==> src/rtl/core/mbl_pkg.sv <==
`timescale 1ns / 1ps
// ----------------------------------------------------------------------------
// mbl_pkg
// Shared types and constants of the multivoice breakpoint lfo unit.
// ----------------------------------------------------------------------------
package mbl_pkg;

    localparam int VOICES_DEF = 16;
    localparam int NUM_POINTS = 8;
    localparam int MAX_POINTS = 8;
    localparam int PIW        = $clog2(NUM_POINTS);

    // divider operand widths: |num| < 2^32, |dx| <= 2^16
    localparam int NUM_W = 32;
    localparam int DEN_W = 17;

    typedef struct packed {
        logic        [15:0] x;
        logic signed [15:0] y;
    } t_point;

    typedef struct packed {
        logic signed [15:0]             edge_height;
        logic        [3:0]              point_count;
        t_point      [NUM_POINTS-1:0]   points;
    } t_shape_cfg;

endpackage

==> src/rtl/core/mbl_voice_mem.sv <==
`timescale 1ns / 1ps
// ----------------------------------------------------------------------------
// mbl_voice_mem
// Per-voice phase and last-time store, one read and one write port, read
// data registered. Entries never written since reset read as zero.
// ----------------------------------------------------------------------------
module mbl_voice_mem #(
    parameter int VOICES = mbl_pkg::VOICES_DEF,
    parameter int AW     = (VOICES > 1) ? $clog2(VOICES) : 1
) (
    input  logic          i_clk,
    input  logic          i_rst_n,
    input  logic          i_rd_en,
    input  logic [AW-1:0] i_rd_addr,
    output logic [31:0]   o_rd_phase,
    output logic [31:0]   o_rd_time,
    input  logic          i_wr_en,
    input  logic [AW-1:0] i_wr_addr,
    input  logic [31:0]   i_wr_phase,
    input  logic [31:0]   i_wr_time
);
    import mbl_pkg::*;

    logic [63:0]       r_mem [VOICES];
    logic [VOICES-1:0] r_valid;
    logic [63:0]       r_rd_data;
    logic              r_rd_hit;

    always_ff @(posedge i_clk) begin
        if (i_wr_en) begin
            r_mem[i_wr_addr] <= {i_wr_phase, i_wr_time};
        end
        if (i_rd_en) begin
            r_rd_data <= r_mem[i_rd_addr];
        end
    end

    always_ff @(posedge i_clk) begin
        if (!i_rst_n) begin
            r_valid  <= '0;
            r_rd_hit <= 1'b0;
        end else begin
            if (i_wr_en) begin
                r_valid[i_wr_addr] <= 1'b1;
            end
            if (i_rd_en) begin
                r_rd_hit <= r_valid[i_rd_addr];
            end
        end
    end

    assign o_rd_phase = r_rd_hit ? r_rd_data[63:32] : 32'd0;
    assign o_rd_time  = r_rd_hit ? r_rd_data[31:0]  : 32'd0;

endmodule

==> src/rtl/core/mbl_divider.sv <==
`timescale 1ns / 1ps
// ----------------------------------------------------------------------------
// mbl_divider
// Unsigned restoring divider, two quotient bits per cycle.
// ----------------------------------------------------------------------------
module mbl_divider (
    input  logic                      i_clk,
    input  logic                      i_rst_n,
    input  logic                      i_start,
    input  logic [mbl_pkg::NUM_W-1:0] i_dividend,
    input  logic [mbl_pkg::DEN_W-1:0] i_divisor,
    output logic                      o_done,
    output logic [mbl_pkg::NUM_W-1:0] o_quot
);
    import mbl_pkg::*;

    localparam int STEPS = NUM_W / 2;
    localparam int CW    = (STEPS > 1) ? $clog2(STEPS) : 1;

    logic             r_busy;
    logic             r_done;
    logic [CW-1:0]    r_count;
    logic [NUM_W-1:0] r_acc;
    logic [DEN_W-1:0] r_rem;
    logic [DEN_W-1:0] r_den;
    logic [NUM_W-1:0] n_acc;
    logic [DEN_W-1:0] n_rem;

    always_comb begin
        logic [DEN_W:0] t;
        n_acc = r_acc;
        n_rem = r_rem;
        for (int k = 0; k < 2; k++) begin
            t     = {n_rem, n_acc[NUM_W-1]};
            n_acc = {n_acc[NUM_W-2:0], 1'b0};
            if (t >= {1'b0, r_den}) begin
                t        = t - {1'b0, r_den};
                n_acc[0] = 1'b1;
            end
            n_rem = t[DEN_W-1:0];
        end
    end

    always_ff @(posedge i_clk) begin
        if (!i_rst_n) begin
            r_busy  <= 1'b0;
            r_done  <= 1'b0;
            r_count <= '0;
        end else begin
            r_done <= 1'b0;
            if (i_start) begin
                r_busy  <= 1'b1;
                r_count <= CW'(STEPS - 1);
                r_acc   <= i_dividend;
                r_rem   <= '0;
                r_den   <= i_divisor;
            end else if (r_busy) begin
                r_acc   <= n_acc;
                r_rem   <= n_rem;
                r_count <= r_count - CW'(1);
                if (r_count == '0) begin
                    r_busy <= 1'b0;
                    r_done <= 1'b1;
                end
            end
        end
    end

    assign o_done = r_done;
    assign o_quot = r_acc;

endmodule

==> src/rtl/core/mbl_shape_eval.sv <==
`timescale 1ns / 1ps
// ----------------------------------------------------------------------------
// mbl_shape_eval
// Breakpoint segment scan, one point per cycle, then interpolation through
// a registered multiply and the serial divider, with saturation.
// ----------------------------------------------------------------------------
module mbl_shape_eval (
    input  logic                    i_clk,
    input  logic                    i_rst_n,
    input  logic                    i_start,
    input  logic [15:0]             i_cur,
    input  mbl_pkg::t_shape_cfg     i_cfg,
    output logic                    o_done,
    output logic signed [15:0]      o_value
);
    import mbl_pkg::*;

    localparam logic [16:0] RX_ONE = 17'h10000;

    typedef enum logic [2:0] {
        SH_IDLE,
        SH_SCAN,
        SH_PREP,
        SH_SIGN,
        SH_DIV,
        SH_DONE
    } t_sh_state;

    t_sh_state          r_state;
    logic [15:0]        r_cur;
    logic [15:0]        r_lx;
    logic signed [15:0] r_ly;
    logic [16:0]        r_rx;
    logic signed [15:0] r_ry;
    logic [3:0]         r_idx;
    logic [3:0]         r_n;
    logic signed [33:0] r_num;
    logic signed [17:0] r_dx;
    logic               r_neg;
    logic signed [15:0] r_result;

    logic [3:0]         w_n;
    t_point             w_pt;
    logic               w_hit;
    logic               w_beyond;
    logic [16:0]        w_rx_e;
    logic signed [15:0] w_ry_e;
    logic signed [17:0] w_dx;
    logic signed [16:0] w_dy;
    logic signed [16:0] w_dc;
    logic [33:0]        w_num_abs;
    logic [17:0]        w_dx_abs;
    logic               w_div_start;
    logic               w_div_done;
    logic [NUM_W-1:0]   w_quot;
    logic [33:0]        w_q;
    logic [33:0]        w_y;

    assign w_n   = (i_cfg.point_count > 4'(MAX_POINTS)) ? 4'(MAX_POINTS) : i_cfg.point_count;
    assign w_pt  = i_cfg.points[r_idx[PIW-1:0]];
    assign w_hit = (r_cur >= r_lx) && (r_cur <= w_pt.x);

    assign w_beyond = {1'b0, r_cur} > r_rx;
    assign w_rx_e   = w_beyond ? RX_ONE : r_rx;
    assign w_ry_e   = w_beyond ? i_cfg.edge_height : r_ry;
    assign w_dx     = $signed({1'b0, w_rx_e}) - $signed({2'b00, r_lx});
    assign w_dy     = $signed({w_ry_e[15], w_ry_e}) - $signed({r_ly[15], r_ly});
    assign w_dc     = $signed({1'b0, r_cur}) - $signed({1'b0, r_lx});

    assign w_num_abs = r_num[33] ? (~r_num + 34'd1) : r_num;
    assign w_dx_abs  = r_dx[17] ? (~r_dx + 18'd1) : r_dx;

    assign w_div_start = (r_state == SH_SIGN);
    assign w_q = r_neg ? (~{2'b00, w_quot} + 34'd1) : {2'b00, w_quot};
    assign w_y = {{18{r_ly[15]}}, r_ly} + w_q;

    mbl_divider u_div (
        .i_clk      (i_clk),
        .i_rst_n    (i_rst_n),
        .i_start    (w_div_start),
        .i_dividend (w_num_abs[NUM_W-1:0]),
        .i_divisor  (w_dx_abs[DEN_W-1:0]),
        .o_done     (w_div_done),
        .o_quot     (w_quot)
    );

    always_ff @(posedge i_clk) begin
        if (!i_rst_n) begin
            r_state <= SH_IDLE;
        end else begin
            unique case (r_state)
                SH_IDLE: begin
                    if (i_start) begin
                        r_cur   <= i_cur;
                        r_lx    <= '0;
                        r_ly    <= i_cfg.edge_height;
                        r_rx    <= RX_ONE;
                        r_ry    <= i_cfg.edge_height;
                        r_idx   <= '0;
                        r_n     <= w_n;
                        r_state <= SH_SCAN;
                    end
                end
                SH_SCAN: begin
                    if (r_idx == r_n) begin
                        r_state <= SH_PREP;
                    end else begin
                        r_rx <= {1'b0, w_pt.x};
                        if (w_hit) begin
                            r_ry    <= w_pt.y;
                            r_state <= SH_PREP;
                        end else begin
                            r_lx  <= w_pt.x;
                            r_ly  <= w_pt.y;
                            r_idx <= r_idx + 4'd1;
                        end
                    end
                end
                SH_PREP: begin
                    if (w_dx == '0) begin
                        r_result <= w_ry_e;
                        r_state  <= SH_DONE;
                    end else begin
                        r_num   <= w_dy * w_dc;
                        r_dx    <= w_dx;
                        r_state <= SH_SIGN;
                    end
                end
                SH_SIGN: begin
                    r_neg   <= r_num[33] ^ r_dx[17];
                    r_state <= SH_DIV;
                end
                SH_DIV: begin
                    if (w_div_done) begin
                        if ($signed(w_y) > 34'sd32767) begin
                            r_result <= 16'sh7FFF;
                        end else if ($signed(w_y) < -34'sd32768) begin
                            r_result <= 16'sh8000;
                        end else begin
                            r_result <= $signed(w_y[15:0]);
                        end
                        r_state <= SH_DONE;
                    end
                end
                SH_DONE: begin
                    r_state <= SH_IDLE;
                end
                default: begin
                    r_state <= SH_IDLE;
                end
            endcase
        end
    end

    assign o_done  = (r_state == SH_DONE);
    assign o_value = r_result;

endmodule

==> src/rtl/core/multivoice_breakpoint_lfo_unit.sv <==
`timescale 1ns / 1ps
// ----------------------------------------------------------------------------
// multivoice_breakpoint_lfo_unit
// Per-voice phase accumulator with a piecewise-linear breakpoint shape.
//
//   channel  direction  handshake              beat
//   in       input      i_in_valid/o_in_stall  i_voice, i_now_ticks
//   out      output     o_out_valid/i_out_stall o_lfo_value, o_phase_now
//   cfg      input      i_cfg_valid/o_cfg_ready i_cfg_index, i_cfg_data
//
// one item at a time: read, multiply, write back, then the shape unit
// enabled shape: the one-point-per-cycle scan, then the multiply and the divider;
// a zero-width segment skips the divider
// disabled shape or bad voice: the shape unit is skipped and the value is zero
// reset clears the per-voice store at once through valid bits, no sweep
// a result waits in the output register; the next item is taken meanwhile
// and only its final load waits on a stalled output
// ----------------------------------------------------------------------------
module multivoice_breakpoint_lfo_unit #(
    parameter int VOICES = mbl_pkg::VOICES_DEF
) (
    input  logic               i_clk,
    input  logic               i_rst_n,
    input  logic               i_in_valid,
    output logic               o_in_stall,
    input  logic [3:0]         i_voice,
    input  logic [31:0]        i_now_ticks,
    output logic               o_out_valid,
    input  logic               i_out_stall,
    output logic signed [15:0] o_lfo_value,
    output logic [15:0]        o_phase_now,
    input  logic               i_cfg_valid,
    output logic               o_cfg_ready,
    input  logic [2:0]         i_cfg_index,
    input  logic [63:0]        i_cfg_data
);
    import mbl_pkg::*;

    localparam int AW = (VOICES > 1) ? $clog2(VOICES) : 1;

    typedef enum logic [2:0] {
        REG_PHASE_STEP   = 3'd0,
        REG_EDGE_HEIGHT  = 3'd1,
        REG_POINT_COUNT  = 3'd2,
        REG_PAIR_A       = 3'd3,
        REG_PAIR_B       = 3'd4,
        REG_PAIR_C       = 3'd5,
        REG_PAIR_D       = 3'd6,
        REG_SHAPE_ENABLE = 3'd7
    } t_reg_idx;

    typedef enum logic [2:0] {
        S_IDLE,
        S_READ,
        S_UPDATE,
        S_SHAPE,
        S_LOAD
    } t_state;

    logic [31:0]        r_phase_step;
    logic signed [15:0] r_edge_height;
    logic [3:0]         r_point_count;
    logic [63:0]        r_pair [4];
    logic               r_shape_enable;

    t_state             r_state;
    logic [AW-1:0]      r_addr;
    logic               r_in_range;
    logic [31:0]        r_now;
    logic               r_back;
    logic [31:0]        r_adv;
    logic [31:0]        r_old_phase;
    logic [15:0]        r_phase_now;
    logic signed [15:0] r_value;
    logic               r_out_valid;
    logic signed [15:0] r_out_value;
    logic [15:0]        r_out_phase;

    logic               w_accept;
    logic               w_range;
    logic [31:0]        w_rd_phase;
    logic [31:0]        w_rd_time;
    logic [31:0]        w_elapsed;
    logic [31:0]        w_adv;
    logic [31:0]        w_new_phase;
    logic               w_wr_en;
    logic               w_shape_start;
    logic               w_shape_done;
    logic signed [15:0] w_shape_value;
    logic               w_load;
    t_shape_cfg         w_cfg;

    // configuration registers
    always_ff @(posedge i_clk) begin
        if (!i_rst_n) begin
            r_phase_step   <= '0;
            r_edge_height  <= '0;
            r_point_count  <= '0;
            r_pair[0]      <= '0;
            r_pair[1]      <= '0;
            r_pair[2]      <= '0;
            r_pair[3]      <= '0;
            r_shape_enable <= 1'b0;
        end else if (i_cfg_valid) begin
            unique case (t_reg_idx'(i_cfg_index))
                REG_PHASE_STEP:   r_phase_step   <= i_cfg_data[31:0];
                REG_EDGE_HEIGHT:  r_edge_height  <= $signed(i_cfg_data[15:0]);
                REG_POINT_COUNT:  r_point_count  <= i_cfg_data[3:0];
                REG_PAIR_A:       r_pair[0]      <= i_cfg_data;
                REG_PAIR_B:       r_pair[1]      <= i_cfg_data;
                REG_PAIR_C:       r_pair[2]      <= i_cfg_data;
                REG_PAIR_D:       r_pair[3]      <= i_cfg_data;
                REG_SHAPE_ENABLE: r_shape_enable <= i_cfg_data[0];
            endcase
        end
    end

    assign o_cfg_ready = 1'b1;

    always_comb begin
        w_cfg.edge_height = r_edge_height;
        w_cfg.point_count = r_point_count;
        for (int k = 0; k < NUM_POINTS / 2; k++) begin
            w_cfg.points[2*k].x   = r_pair[k][15:0];
            w_cfg.points[2*k].y   = $signed(r_pair[k][31:16]);
            w_cfg.points[2*k+1].x = r_pair[k][47:32];
            w_cfg.points[2*k+1].y = $signed(r_pair[k][63:48]);
        end
    end

    assign o_in_stall = (r_state != S_IDLE);
    assign w_accept   = i_in_valid && !o_in_stall;
    assign w_range    = 32'(i_voice) < 32'(VOICES);

    assign w_elapsed   = r_now - w_rd_time;
    assign w_adv       = w_elapsed * r_phase_step;
    assign w_new_phase = r_back ? 32'd0 : (r_old_phase + r_adv);
    assign w_wr_en     = (r_state == S_UPDATE) && r_in_range;
    assign w_shape_start = (r_state == S_UPDATE) && r_in_range && r_shape_enable;
    assign w_load      = (r_state == S_LOAD) && (!r_out_valid || !i_out_stall);

    mbl_voice_mem #(
        .VOICES (VOICES),
        .AW     (AW)
    ) u_mem (
        .i_clk      (i_clk),
        .i_rst_n    (i_rst_n),
        .i_rd_en    (w_accept && w_range),
        .i_rd_addr  (AW'(i_voice)),
        .o_rd_phase (w_rd_phase),
        .o_rd_time  (w_rd_time),
        .i_wr_en    (w_wr_en),
        .i_wr_addr  (r_addr),
        .i_wr_phase (w_new_phase),
        .i_wr_time  (r_now)
    );

    mbl_shape_eval u_shape (
        .i_clk   (i_clk),
        .i_rst_n (i_rst_n),
        .i_start (w_shape_start),
        .i_cur   (w_new_phase[31:16]),
        .i_cfg   (w_cfg),
        .o_done  (w_shape_done),
        .o_value (w_shape_value)
    );

    always_ff @(posedge i_clk) begin
        if (!i_rst_n) begin
            r_state     <= S_IDLE;
            r_out_valid <= 1'b0;
        end else begin
            if (w_load) begin
                r_out_valid <= 1'b1;
            end else if (r_out_valid && !i_out_stall) begin
                r_out_valid <= 1'b0;
            end
            unique case (r_state)
                S_IDLE: begin
                    if (w_accept) begin
                        r_addr     <= AW'(i_voice);
                        r_in_range <= w_range;
                        r_now      <= i_now_ticks;
                        r_state    <= S_READ;
                    end
                end
                S_READ: begin
                    r_back      <= r_now < w_rd_time;
                    r_adv       <= w_adv;
                    r_old_phase <= w_rd_phase;
                    r_state     <= S_UPDATE;
                end
                S_UPDATE: begin
                    r_phase_now <= r_in_range ? w_new_phase[31:16] : 16'd0;
                    if (w_shape_start) begin
                        r_state <= S_SHAPE;
                    end else begin
                        r_value <= '0;
                        r_state <= S_LOAD;
                    end
                end
                S_SHAPE: begin
                    if (w_shape_done) begin
                        r_value <= w_shape_value;
                        r_state <= S_LOAD;
                    end
                end
                S_LOAD: begin
                    if (w_load) begin
                        r_out_value <= r_value;
                        r_out_phase <= r_phase_now;
                        r_state     <= S_IDLE;
                    end
                end
                default: begin
                    r_state <= S_IDLE;
                end
            endcase
        end
    end

    assign o_out_valid = r_out_valid;
    assign o_lfo_value = r_out_value;
    assign o_phase_now = r_out_phase;

`ifndef SYNTHESIS
    a_accept_reads: assert property (@(posedge i_clk) disable iff (!i_rst_n)
        w_accept |=> (r_state == S_READ))
        else $error("accepted beat did not start a read");

    a_write_in_range: assert property (@(posedge i_clk) disable iff (!i_rst_n)
        w_wr_en |-> (r_state == S_UPDATE) && r_in_range && $past(r_state == S_READ))
        else $error("voice store written outside the update step");

    a_shape_done_owned: assert property (@(posedge i_clk) disable iff (!i_rst_n)
        w_shape_done |-> (r_state == S_SHAPE))
        else $error("shape result arrived with no item waiting");

    a_load_shows: assert property (@(posedge i_clk) disable iff (!i_rst_n)
        w_load |=> o_out_valid && (o_phase_now == $past(r_phase_now)))
        else $error("loaded result not presented");

    a_bad_voice_zero: assert property (@(posedge i_clk) disable iff (!i_rst_n)
        ((r_state == S_UPDATE) && !r_in_range) |=> (r_phase_now == 16'd0) && (r_value == '0))
        else $error("out of range voice gave a nonzero result");
`endif

endmodule

==> config.mk <==
export PLATFORM = sky130hd
export DESIGN_NAME = multivoice_breakpoint_lfo_unit
export DESIGN_NICKNAME = d
export VERILOG_FILES = /design/src/rtl/core/mbl_pkg.sv /design/src/rtl/core/mbl_voice_mem.sv /design/src/rtl/core/mbl_divider.sv /design/src/rtl/core/mbl_shape_eval.sv /design/src/rtl/core/multivoice_breakpoint_lfo_unit.sv
export SDC_FILE = /design/constraint.sdc
export NUM_CORES = 2
export LEC_CHECK = 0
export ABC_AREA = 0
export BUFFER_PORTS_ARGS = -buffer_cell sky130_fd_sc_hd__clkbuf_2
export CAP_MARGIN = 10
export CELL_PAD_IN_SITES_DETAIL_PLACEMENT = 1
export CELL_PAD_IN_SITES_GLOBAL_PLACEMENT = 2
export CORE_UTILIZATION = 47
export DETAILED_ROUTE_END_ITERATION = 10
export PLACE_DENSITY = 0.84
export SYNTH_ARGS = -nofsm -noshare
export SYNTH_HDL_FRONTEND = slang
export SYNTH_HIERARCHICAL = 1
export SYNTH_SLANG_ARGS = --single-unit
==> constraint.sdc <==
create_clock -name i_clk -period 13.3 [get_ports i_clk]
set_input_delay 2.66 -clock i_clk [delete_from_list [all_inputs] [get_ports i_clk]]
set_output_delay 2.66 -clock i_clk [all_outputs]
set_load 0.1 [all_outputs]
==> run_results.csv <==
group,metric,value,unit
clock_network,cts_buffer_depth,3,
global_route,grt_overflow,0,
synth,ys_warn_count,6,
clock_network,tritoncts,"built",
synth,synth_area_leader_cell,"edfxtp_1",
synth,synth_common_cells,"edfxtp_1 (1732), inv_1 (936), fa_1 (712), and2_1 (601), nand2_1 (591)",
routing,avgRoutedWirePerCell,27.5,µm
pwr,ir_drop,535,µV
synth,avgSynthCellArea,13.5,µm²
pwr,p_leak,44.6,nW
placement,io_buffer_count,141,
critical_path,r2r_slack,1.25,ns
layout,layout-drive-gt1-share,14.2,%
pwr,p_int,13.7,mW
synth,synthTopCellsByArea,"edfxtp_1 (49%), fa_1 (13%), mux4_2 (8.1%)",
timing,fin_skew,0.0647,ns
timing,finalHoldViolCount,0,
clock_network,postCtsSetupRepairBufs,0,
floorplanning,start_util,47.4,%
flow_run,maxCapViolCount,0,
critical_path,worstPathArrival,12.61,ns
pwr,design_power_total,21.3,mW
critical_path,worstPathRequired,13.86,ns
routing,via_per_inst,5.80,
synth,async_flop_share,0,%
timing,worst_slew_pin_slew,1.30,ns
floorplanning,dieArea,0.229,mm²
routing,drtAntennaViolNets,0,
synth,yosysUniqueCellTypes,104,
critical_path,slowest_stage,"fa_1",
layout,fillers,22300,
synth,synthFlopType,"edfxtp_1",
clock_network,ctsHoldBuffers,0,
layout,multi_input_area,0.0486,mm²
synth,synth-edff-count,1732,
timing,fin_crit,12.05,ns
clock_network,clock_latency,0.87,ns
min_path,min_path_type,"flop to flop",
global_route,antenna_found_initial,12,
clock_network,clock_sinks,1815,
pwr,swShare,35.7,%
routing,drt_wl_total,308000,µm
clock_network,clk_transition_reported_paths,0.06,ns
outcome,violations,"design-rule violations",
clock_network,root_buffer,"clkbuf_16",
global_route,grt_util_all_layers,27.1,%
placement,dp_slack,1.37,ns
pwr,p_per_area,181,mW/mm²
critical_path,criticalPathCategory,"flop to flop",
routing,drt_iter0_drc,5134,
critical_path,crit_path_start,"u_shape/r_cur[2]$_DFFE_PP_",
synth,synth_fp_nets,9122,
routing,first_pass_iters,11,
layout,layout.nets,9295,
synth,synth.top_cell.area_share,48.8,%
critical_path,end_kind,"flop",
min_path,hp-start,"r_phase_now[1]$_DFFE_PP_",
pwr,pwr-share-clk,25.9,%
timing,rsz0062_at_grt,"no",
timing,setup_tns,0,ns
timing,slew_viol_final,0,
pwr,comb_power_share,41.5,%
clock_network,cts_repair_resize_count,0,
timing,layout_setup_ws,1.25,ns
floorplanning,die_w,478,µm
placement,place_hpwl,212000,µm
synth,synthMostInstantiatedCell,"edfxtp_1",
global_route,grt_first_pass_wirelength,460000,µm
layout,final_util,52.4,%
global_route,grt_pass1_vias,70819,
global_route,grt_max_degree,103,
timing,slew_headroom,13.1,%
synth,synth_seq_cells,1815,
floorplanning,core-area,0.225,mm²
synth,synth_cells,7879,
timing,setup_viol,0,
layout,area_growth,10.5,%
routing,num_vias,65035,
floorplanning,die_y,478,µm
critical_path,slowest_delay,0.56,ns
layout,seq_area,0.0537,mm²
critical_path,worst-path-max-fanout,7,
floorplanning,boundaryPins,143,
clock_network,numCtsBuffers,187,
floorplanning,rows,174,
placement,gp_congestion,0.878,
critical_path,worst_setup_path_start_kind,"flop",
critical_path,critical_path.reg2reg.startpoint,"u_shape/r_cur[2]$_DFFE_PP_",
routing,remaining_drc_errors,40,
outcome,status,"finished, violations left",
timing,fmax,0.0830,GHz
timing,finalCritPeriodShare,90.6,%
pwr,pwr-share-seq,32.6,%
clock_network,htree_levels,4,
synth,synth_area,0.107,mm²
pwr,p_sw,7.60,mW
synth,yosysSeqAreaShare,50.3,%
sequential cells by signal, summed over array words and instances (netlist names), 18 cells and up:
register and flops:
u_mem/r_mem 1024, u_mem/r_rd_data 64, u_shape/r_num 33, r_pair 256
u_shape/r_dx 18, r_now 32, r_adv 32, r_phase_step 32
r_old_phase 32, u_shape/u_div/o_quot 32
stage by stage:
stage / hold slack, ns / area (µm²) / std cells
global placement: 0.403 / 111000 / 10854
finish: 0.419 / 118000 / 11211
CTS: 0.419 / 118000 / 11203
floorplan: 0.400 / 107000 / 7879
detailed placement: 0.406 / 111000 / 10854
global route: 0.423 / 118000 / 11205
routing by layer:
layer | global-route usage (%) | vias to the layer above | wire length (µm)
met2 | 46.5 | 1917 | 155000
met3 | 3.72 | 468 | 16100
met1 | 35.4 | 34698 | 126000
li1 | - | 27942 | -
met5 | 0 | - | 63
met4 | 9.07 | 10 | 10600
cell type report:
class,instances,area share (%)
Clock inverter,126,1.31
Timing Repair Buffer,293,1.60
Antenna cell,7,0.0149
Inverter,937,2.98
Sequential cell,1815,45.5
Multi-Input combinational cell,4818,41.2
Tap cell,2992,3.18
Clock buffer,223,4.18
critical path, delay by kind of cell, from the launching register on:
family,cells,cell delay [ns]
AO/OA/AOI/OAI,23,5.12
adder cells (fa/ha/maj),10,4.51
flip-flops,1,0.42
buffers and inverters,5,0.34
XOR/XNOR,2,0.47
multiplexers,1,0.18
AND/OR/NAND/NOR,5,0.74
layout by cell type (no fill, tap or decap), drive strengths merged, types with 23 or more instances in the layout:
cell,instances
inv,946
and2,601
nand2b,74
o21ai,172
nor2b,90
nand3,65
o31ai,35
nor2,377
o21bai,35
bufinv,26
nand2,592
nor3,61
dfxtp,83
ha,423
clkinv,81
or2,23
or3,30
mux2i,45
edfxtp,1732
mux4,386
clkbuf,360
xor2,77
mux2,62
o21a,53
buf,156
xnor2,255
and3,26
fa,712
a21o,94
a21oi,247
path summary, 6_finish.rpt:
kind / to / cells after the start
setup / recovery: u_shape/r_num[33]$_DFFE_PP_ / 46
setup reg to reg: u_shape/r_num[33]$_DFFE_PP_ / 46
hold reg to reg: o_phase_now[1]$_DFFE_PP_ / 0
hold / removal: o_phase_now[1]$_DFFE_PP_ / 0
power by group through the flow:
| stage | combinational (mW) | sequential [mW] | clock, mW |
|---|---|---|---|
| after floorplan | 6.63 | 7.03 | 0 |
| after global placement | 8.63 | 7.05 | 0 |
| after detailed placement | 8.93 | 7.07 | 0 |
| after CTS | 8.99 | 6.95 | 5.61 |
| after global routing | 10.0 | 6.96 | 5.78 |
| final | 8.85 | 6.95 | 5.52 |
cell families after synthesis:
logic type	Yosys count	synth area share, %
compound gates	821	5.08
xor+xnor	339	2.89
fa+ha+maj	1135	18.3
buf+inv	1246	4.55
flops	1815	50.3
mux	493	9.24
other cells	1	0.00352
simple gates	2029	9.60
Note: power is estimated with default switching activity, not from simulation.
